**config.mk**
```make
export PLATFORM = sky130hd
export DESIGN_NAME = rc_stick_deadband_and_switch_edges_unit
export DESIGN_NICKNAME = d
export VERILOG_FILES = /design/src/design/rcsd_pkg.sv /design/src/design/rcsd_serial_div.sv /design/src/design/rcsd_serial_mac.sv /design/src/design/rcsd_gear.sv /design/src/design/rc_stick_deadband_and_switch_edges_unit.sv
export SDC_FILE = /design/constraint.sdc
export NUM_CORES = 1
export LEC_CHECK = 0
export BUFFER_PORTS_ARGS = -buffer_cell sky130_fd_sc_hd__buf_2
export CAP_MARGIN = 30
export CORE_MARGIN = 2
export CORE_UTILIZATION = 45
export CTS_BUF_LIST = sky130_fd_sc_hd__clkbuf_16
export DETAILED_ROUTE_END_ITERATION = 8
export PLACE_DENSITY = 0.73
export SLEW_MARGIN = 20
export SYNTH_ARGS = -nofsm -noshare
export SYNTH_HDL_FRONTEND = slang
export SYNTH_SLANG_ARGS = --single-unit
```
**constraint.sdc**
```tcl
create_clock -name clk -period 10.3 [get_ports clk]
set_clock_uncertainty 0.1 [all_clocks]
set_input_delay 1.03 -clock clk [delete_from_list [all_inputs] [get_ports clk]]
set_output_delay 1.03 -clock clk [all_outputs]
set_load 0.01 [all_outputs]
```
**src/design/rcsd_pkg.sv**
```systemverilog
// Shared constants, types and configuration codes of the RC stick and gear switch conditioner.
package rcsd_pkg;

  localparam int STICK_COUNT = 4;

  localparam int PULSE_W    = 12;
  localparam int LEVEL_W    = 16;
  localparam int MAG_W      = 15;
  localparam int DZ_W       = 14;
  localparam int GAIN_W     = 15;
  localparam int THR_W      = 12;
  localparam int CFG_DATA_W = 15;
  localparam int CFG_ADDR_W = 2;
  localparam int FLAG_COUNT = 6;

  localparam int IN_BITS     = (STICK_COUNT + 1) * PULSE_W;
  localparam int IN_TDATA_W  = ((IN_BITS + 7) / 8) * 8;
  localparam int RES_W       = STICK_COUNT * LEVEL_W;
  localparam int OUT_BITS    = RES_W + FLAG_COUNT;
  localparam int OUT_TDATA_W = ((OUT_BITS + 7) / 8) * 8;
  localparam int OUT_PAD_W   = OUT_TDATA_W - OUT_BITS;
  localparam int FRAME_W     = STICK_COUNT * PULSE_W;

  // Bit offsets of the gear flags above the stick levels in the output word.
  localparam int FLAG_BASE            = RES_W;
  localparam int FLAG_HOVER_ON        = 0;
  localparam int FLAG_COMMAND_ON      = 1;
  localparam int FLAG_ENTERED_HOVER   = 2;
  localparam int FLAG_ENTERED_COMMAND = 3;
  localparam int FLAG_EXITED_HOVER    = 4;
  localparam int FLAG_EXITED_COMMAND  = 5;

  // Stick scaling: deflection = (p - 1500) / 500 in Q1.15.
  localparam logic [PULSE_W-1:0] CENTER_PULSE = PULSE_W'(1500);
  localparam logic [PULSE_W-1:0] HALF_SPAN    = PULSE_W'(500);

  // Serial division of m * 2^15 + 250 by 500.
  localparam int                   DIV_REM_W = 9;
  localparam logic [DIV_REM_W:0]   DIVISOR   = (DIV_REM_W + 1)'(500);
  localparam logic [MAG_W-1:0]     DIV_ROUND = MAG_W'(250);
  localparam int                   DIV_CNT_W = $clog2(MAG_W + 1);

  // Serial gain multiply, Q1.14 with round to nearest.
  localparam int                PROD_W     = MAG_W + GAIN_W;
  localparam int                FRAC_SHIFT = 14;
  localparam logic [PROD_W-1:0] ROUND_ADD  = PROD_W'(8192);
  localparam int                MUL_CNT_W  = $clog2(GAIN_W + 1);

  localparam logic [MAG_W-1:0] LEVEL_MAX = {MAG_W{1'b1}};

  localparam int STICK_IDX_W = $clog2(STICK_COUNT + 1);

  typedef enum logic [CFG_ADDR_W-1:0] {
    CFG_DEAD_ZONE   = 2'd0,
    CFG_GAIN        = 2'd1,
    CFG_HOVER_THR   = 2'd2,
    CFG_COMMAND_THR = 2'd3
  } cfg_index_t;

  localparam logic [DZ_W-1:0]   DEAD_ZONE_RESET   = DZ_W'(8192);
  localparam logic [GAIN_W-1:0] GAIN_RESET        = GAIN_W'(21845);
  localparam logic [THR_W-1:0]  HOVER_THR_RESET   = THR_W'(1250);
  localparam logic [THR_W-1:0]  COMMAND_THR_RESET = THR_W'(1750);

  // Packed so that hover_on lands in the lowest bit.
  typedef struct packed {
    logic exited_command;
    logic exited_hover;
    logic entered_command;
    logic entered_hover;
    logic command_on;
    logic hover_on;
  } gear_flags_t;

endpackage

```
**src/design/rcsd_serial_div.sv**
```systemverilog
// Restoring divider by 500, one quotient bit per cycle, for the stick magnitude.
module rcsd_serial_div
  import rcsd_pkg::*;
(
  input  logic                 clk,
  input  logic                 rst,
  input  logic                 start,
  input  logic [DIV_REM_W-1:0] dividend_hi,
  output logic                 done,
  output logic [MAG_W-1:0]     quot
);

  logic                 active;
  logic [DIV_CNT_W-1:0] count;
  logic [DIV_REM_W-1:0] rem;
  logic [MAG_W-1:0]     low_bits;
  logic [DIV_REM_W:0]   trial;
  logic                 qbit;

  // The low dividend bits shift in from the top of low_bits, one per cycle.
  assign trial = {rem, low_bits[MAG_W-1]};
  assign qbit  = (trial >= DIVISOR);

  always_ff @(posedge clk) begin
    if (rst) begin
      active <= 1'b0;
      done   <= 1'b0;
      count  <= '0;
    end else begin
      done <= 1'b0;
      if (start) begin
        active   <= 1'b1;
        count    <= DIV_CNT_W'(MAG_W);
        rem      <= dividend_hi;
        low_bits <= DIV_ROUND;
      end else if (active) begin
        rem      <= qbit ? DIV_REM_W'(trial - DIVISOR) : trial[DIV_REM_W-1:0];
        low_bits <= {low_bits[MAG_W-2:0], 1'b0};
        quot     <= {quot[MAG_W-2:0], qbit};
        count    <= count - 1'b1;
        if (count == DIV_CNT_W'(1)) begin
          active <= 1'b0;
          done   <= 1'b1;
        end
      end
    end
  end

endmodule

```
**src/design/rcsd_serial_mac.sv**
```systemverilog
// Shift-and-add multiplier, one gain bit per cycle, with the rounding constant preloaded.
module rcsd_serial_mac
  import rcsd_pkg::*;
(
  input  logic              clk,
  input  logic              rst,
  input  logic              start,
  input  logic [MAG_W-1:0]  excess,
  input  logic [GAIN_W-1:0] gain,
  output logic              done,
  output logic [PROD_W-1:0] acc
);

  logic                 active;
  logic [MUL_CNT_W-1:0] count;
  logic [PROD_W-1:0]    mcand;
  logic [GAIN_W-1:0]    mplier;

  always_ff @(posedge clk) begin
    if (rst) begin
      active <= 1'b0;
      done   <= 1'b0;
      count  <= '0;
    end else begin
      done <= 1'b0;
      if (start) begin
        active <= 1'b1;
        count  <= MUL_CNT_W'(GAIN_W);
        mcand  <= PROD_W'(excess);
        mplier <= gain;
        acc    <= ROUND_ADD;
      end else if (active) begin
        if (mplier[0]) begin
          acc <= acc + mcand;
        end
        mcand  <= {mcand[PROD_W-2:0], 1'b0};
        mplier <= {1'b0, mplier[GAIN_W-1:1]};
        count  <= count - 1'b1;
        if (count == MUL_CNT_W'(1)) begin
          active <= 1'b0;
          done   <= 1'b1;
        end
      end
    end
  end

endmodule

```
**src/design/rcsd_gear.sv**
```systemverilog
// Gear switch classification and transition flags against the stored previous position.
module rcsd_gear
  import rcsd_pkg::*;
(
  input  logic             clk,
  input  logic             rst,
  input  logic             frame_take,
  input  logic [PULSE_W-1:0] gear_pulse,
  input  logic [THR_W-1:0] hover_thr,
  input  logic [THR_W-1:0] command_thr,
  output gear_flags_t      flags
);

  typedef enum logic [1:0] {
    POS_BOTTOM = 2'd0,
    POS_MIDDLE = 2'd1,
    POS_TOP    = 2'd2
  } pos_t;

  pos_t        prev_pos;
  logic        seen_first;
  pos_t        cur_pos;
  pos_t        ref_pos;
  gear_flags_t flags_next;

  always_comb begin
    if (gear_pulse > hover_thr && gear_pulse < command_thr) begin
      cur_pos = POS_MIDDLE;
    end else if (gear_pulse >= command_thr) begin
      cur_pos = POS_TOP;
    end else begin
      cur_pos = POS_BOTTOM;
    end
  end

  // The first frame compares against itself, so it never reports a transition.
  assign ref_pos = seen_first ? prev_pos : cur_pos;

  always_comb begin
    flags_next            = '0;
    flags_next.hover_on   = (cur_pos != POS_BOTTOM);
    flags_next.command_on = (cur_pos == POS_TOP);
    case (cur_pos)
      POS_MIDDLE: begin
        flags_next.entered_hover  = (ref_pos == POS_BOTTOM);
        flags_next.exited_command = (ref_pos == POS_TOP);
      end
      POS_TOP: begin
        flags_next.entered_command = (ref_pos != POS_TOP);
      end
      default: begin
        flags_next.exited_hover   = (ref_pos != POS_BOTTOM);
        flags_next.exited_command = (ref_pos == POS_TOP);
      end
    endcase
  end

  always_ff @(posedge clk) begin
    if (rst) begin
      prev_pos   <= POS_BOTTOM;
      seen_first <= 1'b0;
    end else if (frame_take) begin
      prev_pos   <= cur_pos;
      seen_first <= 1'b1;
      flags      <= flags_next;
    end
  end

endmodule

```
**src/design/rc_stick_deadband_and_switch_edges_unit.sv**
```systemverilog
// Top level: frame intake, per-stick sequencer around the serial divider and multiplier.
//
//  channel  | direction | signals                     | payload
//  ---------+-----------+-----------------------------+---------------------------------------
//  s_*      | in        | s_tvalid, s_tready, s_tdata | stick pulses then gear pulse, 12 b each
//  m_*      | out       | m_tvalid, m_tready, m_tdata | four Q1.15 stick levels, six gear flags
//  cfg_*    | in        | cfg_we, cfg_addr, cfg_wdata | dead zone, gain, two gear thresholds
//
// Sticks are processed one at a time. Each passes through setup, the serial divide by 500
// (skipped when the deflection saturates), a dead-zone compare, the serial gain multiply
// (skipped inside the dead zone) and a store. m_tvalid rises when the result is loaded,
// intake reopens in the same cycle, and one frame is in work at a time.
// A finished result waits in the output register while the next frame is accepted; a frame
// that completes before that result is taken holds until m_tready.
// Reset is synchronous and clears the configuration to its defaults and the switch history.
module rc_stick_deadband_and_switch_edges_unit
  import rcsd_pkg::*;
(
  input  logic                   clk,
  input  logic                   rst,
  input  logic                   s_tvalid,
  output logic                   s_tready,
  // stick0_pulse, stick1_pulse, stick2_pulse, stick3_pulse, gear_pulse, zero padding
  input  logic [IN_TDATA_W-1:0]  s_tdata,
  output logic                   m_tvalid,
  input  logic                   m_tready,
  // stick0_level .. stick3_level, hover_on, command_on, entered_hover, entered_command,
  // exited_hover, exited_command, zero padding
  output logic [OUT_TDATA_W-1:0] m_tdata,
  input  logic                   cfg_we,
  input  logic [CFG_ADDR_W-1:0]  cfg_addr,
  input  logic [CFG_DATA_W-1:0]  cfg_wdata
);

  typedef enum logic [2:0] {
    ST_IDLE,
    ST_PREP,
    ST_DIV,
    ST_CHECK,
    ST_MUL,
    ST_STORE,
    ST_FINISH
  } state_t;

  state_t                 state;
  logic [DZ_W-1:0]        dz_half;
  logic [GAIN_W-1:0]      gain;
  logic [THR_W-1:0]       hover_thr;
  logic [THR_W-1:0]       command_thr;
  logic [FRAME_W-1:0]     frame;
  logic [RES_W-1:0]       res;
  logic [STICK_IDX_W-1:0] stick_idx;
  logic                   neg;
  logic [MAG_W-1:0]       mag;
  logic [MAG_W-1:0]       lvl;

  logic                   frame_take;
  logic                   res_load;
  logic [PULSE_W-1:0]     cur_pulse;
  logic                   cur_neg;
  logic [PULSE_W-1:0]     cur_abs;
  logic                   cur_sat;
  logic                   in_deadband;
  logic [MAG_W-1:0]       excess;
  logic                   div_start;
  logic                   div_done;
  logic [MAG_W-1:0]       div_quot;
  logic                   mul_start;
  logic                   mul_done;
  logic [PROD_W-1:0]      mul_acc;
  logic [MAG_W-1:0]       mul_level;
  logic [LEVEL_W-1:0]     signed_level;
  logic [RES_W+LEVEL_W-1:0] res_shift;
  gear_flags_t            gear_flags;

  assign s_tready   = (state == ST_IDLE);
  assign frame_take = s_tvalid && s_tready;
  assign res_load   = (state == ST_FINISH) && (!m_tvalid || m_tready);

  assign cur_pulse = frame[PULSE_W-1:0];
  assign cur_neg   = (cur_pulse < CENTER_PULSE);
  assign cur_abs   = cur_neg ? CENTER_PULSE - cur_pulse : cur_pulse - CENTER_PULSE;
  // At 500 us or more off center the magnitude reaches full scale without dividing.
  assign cur_sat   = (cur_abs >= HALF_SPAN);
  assign div_start = (state == ST_PREP) && !cur_sat;

  assign in_deadband = (mag <= MAG_W'(dz_half));
  assign excess      = mag - MAG_W'(dz_half);
  assign mul_start   = (state == ST_CHECK) && !in_deadband;

  assign mul_level    = mul_acc[PROD_W-1] ? LEVEL_MAX
                                          : mul_acc[FRAC_SHIFT +: MAG_W];
  assign signed_level = neg ? LEVEL_W'(0) - {1'b0, lvl} : {1'b0, lvl};
  assign res_shift    = {signed_level, res};

  rcsd_serial_div u_div (
    .clk         (clk),
    .rst         (rst),
    .start       (div_start),
    .dividend_hi (cur_abs[DIV_REM_W-1:0]),
    .done        (div_done),
    .quot        (div_quot)
  );

  rcsd_serial_mac u_mac (
    .clk    (clk),
    .rst    (rst),
    .start  (mul_start),
    .excess (excess),
    .gain   (gain),
    .done   (mul_done),
    .acc    (mul_acc)
  );

  rcsd_gear u_gear (
    .clk         (clk),
    .rst         (rst),
    .frame_take  (frame_take),
    .gear_pulse  (s_tdata[FRAME_W +: PULSE_W]),
    .hover_thr   (hover_thr),
    .command_thr (command_thr),
    .flags       (gear_flags)
  );

  always_ff @(posedge clk) begin
    if (rst) begin
      dz_half     <= DEAD_ZONE_RESET;
      gain        <= GAIN_RESET;
      hover_thr   <= HOVER_THR_RESET;
      command_thr <= COMMAND_THR_RESET;
    end else if (cfg_we) begin
      case (cfg_index_t'(cfg_addr))
        CFG_DEAD_ZONE:   dz_half     <= cfg_wdata[DZ_W-1:0];
        CFG_GAIN:        gain        <= cfg_wdata[GAIN_W-1:0];
        CFG_HOVER_THR:   hover_thr   <= cfg_wdata[THR_W-1:0];
        CFG_COMMAND_THR: command_thr <= cfg_wdata[THR_W-1:0];
        default: ;
      endcase
    end
  end

  always_ff @(posedge clk) begin
    if (rst) begin
      state     <= ST_IDLE;
      stick_idx <= '0;
      m_tvalid  <= 1'b0;
    end else begin
      if (res_load) begin
        m_tvalid <= 1'b1;
      end else if (m_tvalid && m_tready) begin
        m_tvalid <= 1'b0;
      end
      case (state)
        ST_IDLE: begin
          if (frame_take) begin
            frame     <= s_tdata[FRAME_W-1:0];
            stick_idx <= '0;
            state     <= ST_PREP;
          end
        end
        ST_PREP: begin
          neg <= cur_neg;
          if (cur_sat) begin
            mag   <= LEVEL_MAX;
            state <= ST_CHECK;
          end else begin
            state <= ST_DIV;
          end
        end
        ST_DIV: begin
          if (div_done) begin
            mag   <= div_quot;
            state <= ST_CHECK;
          end
        end
        ST_CHECK: begin
          if (in_deadband) begin
            lvl   <= '0;
            state <= ST_STORE;
          end else begin
            state <= ST_MUL;
          end
        end
        ST_MUL: begin
          if (mul_done) begin
            lvl   <= mul_level;
            state <= ST_STORE;
          end
        end
        ST_STORE: begin
          res   <= res_shift[RES_W+LEVEL_W-1:LEVEL_W];
          frame <= frame >> PULSE_W;
          if (stick_idx == STICK_IDX_W'(STICK_COUNT - 1)) begin
            state <= ST_FINISH;
          end else begin
            stick_idx <= stick_idx + 1'b1;
            state     <= ST_PREP;
          end
        end
        ST_FINISH: begin
          if (res_load) begin
            m_tdata <= {{OUT_PAD_W{1'b0}}, gear_flags, res};
            state   <= ST_IDLE;
          end
        end
        default: begin
          state <= ST_IDLE;
        end
      endcase
    end
  end

endmodule

```
==> results.tsv <==
stage	metric	value	unit
sta	achievable frequency	227	MHz
synth	flops & latches, synth	407	
grt	vias in the first global route	11500	
placed_design	Inst Count DP	2095	
layout	Finished Cell Area	21100	µm²
placed_design	Final HPWL DP	23.5	mm
synth	Syn Area/Cell	12.5	µm²
cts	Post-CTS Setup Inserts	0	
drt	via count	11600	
sta	final hold viol count	0	
min_path	worst hold path class	reg2reg	
run	max_cap viols	0	
sta	Final setup viols	0	
placed_design	gpl congestion	0.824	
die	FP Rows	73	
power	worst vdd ir	0.135	mV
die	Initial Utilization	45.9	%
setup_path	CP Max Fanout	77	
cts	CTS Buf Count	43	
power	Leak Pwr	7.77	nW
setup_path	Worst setup SP type	flip-flop	
setup_path	Reg-to-Reg Start	dz_half[1]	
cts	clock slew at reported path FFs	60	ps
cts	CTS HTree Levels	2	
layout	share of layout cells above drive strength 1	19.4	%
sta	final slew viol count	0	
grt	Remaining Overflow, GRT	0	
sta	setup TNS	0	ps
synth	Post-synth EDFFs	332	
layout	Sequential cell area	11500	µm²
layout	area used by multi-input combinational logic	6430	µm²
layout	fin nets	1783	
placed_design	Area after DPL	19700	µm²
cts	clk_lat worst skew	570	ps
drt	Starting DRT DRC Count	638	
power	PD cells	172	nW/µm²
synth	Synth Flop Type	edfxtp_1	
die	num ports	160	
setup_path	Worst Setup SP	dz_half[1]	
synth	sequential share of the synthesized area	62.5	%
synth	post-synthesis async set-or-reset flop share	0	%
sta	Slew HR	35.6	%
setup_path	crit path to	u_mac.mplier[0]	
die	Die Width	206	µm
drt	post-DR wirelength/cell	16.0	µm
layout	Util after Layout	52.7	%
setup_path	nature of the critical path endpoint	flip-flop	
layout	Post-Layout Cell Count	2175	
die	DIE AREA	42400	µm²
setup_path	WP data required	10420	ps
sta	Slew @ Worst Pin	967	ps
setup_path	reg2reg setup slack	5900	ps
sta	hold slack	319	ps
sta	final worst-path cycle share	42.7	%
sta	RSZ-0062 raised after global routing	false	
status	outcome	completed	
cts	TritonCTS clock tree	yes	
drt	total wire length	34.8	mm
synth	synth unique cells	72	
grt	Global Route Usage Sum	16.7	%
drt	DRC viols	0	
grt	antenna violations before repair	2	
layout	fill count	3375	
setup_path	RR Endpoint	u_mac.mplier[0]	
layout	commonest non-fill, non-tap cell in the layout	edfxtp_1	
setup_path	WS Path Type	reg2reg	
cts	# hold bufs at CTS	0	
synth	post-synthesis cell area	18400	µm²
die	Die H	206	µm
die	core area	40000	µm²
cts	CTS Buffer Depth	3	
drt	Detailed Routing Iterations Pass 1	5	
setup_path	Reg2Reg Depth	12	
layout	area grow syn2layout	14.8	%
placed_design	number of port buffers	153	
grt	largest net degree at the start of global routing	87	
synth	cell count after synthesis	1468	
cts	# clock sinks	407	
drt	Final ANT Viol Nets	0	
grt	first-pass GRT wire length	57.0	mm
synth	Yosys warnings	0	
cts	PostCTS Resize Cnt	0	
layout	commonest cells after routing, fill and taps aside	edfxtp_1, buf_2, nand2_1	
setup_path	CP Data Arrival Time	4520	ps
sta	Tmin final	4400	ps
cts	clock root cell	clkbuf_16	
drt	drt via density	5.34	
[logic make-up after synthesis]
family	after synthesis	share of synthesized area, %
adder cells (fa/ha/maj)	81	5.60
AO/OA/AOI/OAI	285	10.0
XOR/XNOR	67	3.20
multiplexers	76	4.67
AND/OR/NAND/NOR	415	11.1
buffers and inverters	136	2.92
flip-flops	407	62.5
other	1	0.0204
[critical path, stage by stage (launching register included)]
cell	delay, ps
dfxtp_1	380
inv_1	70
ha_1	300
nor2b_1	180
o2111ai_1	150
a31oi_1	420
a221o_1	260
a211oi_1	130
a211oi_4	160
buf_4	720
nor2_1	160
nor2_4	510
buf_4	460
[how the worst min path moves through the flow]
stage	slack, ps	end	start	cells after the start
2_1_floorplan	300	m_tdata[0]	res[0]	0
3_3_place_gp	300	m_tdata[13]	res[13]	0
3_5_place_dp	310	m_tdata[67]	u_gear.flags[3]	0
4_1_cts	320	m_tdata[64]	u_gear.flags[0]	0
5_1_grt	330	m_tdata[67]	u_gear.flags[3]	0
6_report	320	m_tdata[64]	u_gear.flags[0]	0
[state kept, by name (all words and copies together) (netlist names), 3 cells and up]
| register | cells |
|---|---|
| res | 64 |
| u_mac.mcand | 30 |
| stick_idx | 3 |
| command_thr | 12 |
| u_div.rem | 9 |
| u_gear.flags | 6 |
| u_mac.acc | 30 |
| u_div.quot | 15 |
| u_div.count | 4 |
| gain | 15 |
| mag | 15 |
| u_mac.count | 4 |
| dz_half | 14 |
| state | 3 |
| u_div.low_bits | 14 |
| frame | 48 |
| hover_thr | 12 |
| u_mac.mplier | 15 |
| lvl | 15 |
| m_tdata | 70 |
[power breakdown]
| group | internal [mW] | switching, mW |
|---|---|---|
| Clock | 0.843 | 0.622 |
| Sequential | 1.84 | 0.0347 |
| Combinational | 0.125 | 0.171 |
| Total | 2.80 | 0.828 |
[stage by stage]
stage                     power [mW]  setup slack (ps)
final                           3.63              5900
after CTS                       3.67              5840
after global placement          2.18              5920
after floorplan                 2.11              3220
after detailed placement        2.20              5860
after global routing            3.78              5510
[cell usage after synthesis, types with 25 or more instances]
master | n | area, µm²
nand2_1 | 149 | 559
xnor2_1 | 43 | 377
nor2b_1 | 25 | 156
or3_1 | 26 | 163
clkbuf_1 | 50 | 188
ha_1 | 79 | 988
a21oi_1 | 101 | 505
dfxtp_1 | 75 | 1500
o21ai_0 | 44 | 220
nor2_1 | 83 | 312
mux2_2 | 63 | 709
inv_1 | 69 | 259
edfxtp_1 | 332 | 9970
[cell type report]
| cell class | instances | area share (%) |
|---|---|---|
| Multi-Input combinational cell | 926 | 30.5 |
| Inverter | 70 | 1.25 |
| Tap cell | 525 | 3.12 |
| Antenna cell | 2 | 0.0238 |
| Sequential cell | 407 | 54.4 |
| Clock inverter | 32 | 1.05 |
| Timing Repair Buffer | 168 | 4.26 |
| Clock buffer | 45 | 5.34 |
[per-layer routing]
layer  wire length, µm  vias to the layer above  track usage, %
met3              1590                       67            3.04
met4               928                        0            5.84
met1             15300                     5610            21.4
met2             17000                      258            28.6
li1                  -                     5674               -
met5                 0                        -               0
Power figures use the tool's default switching activity.
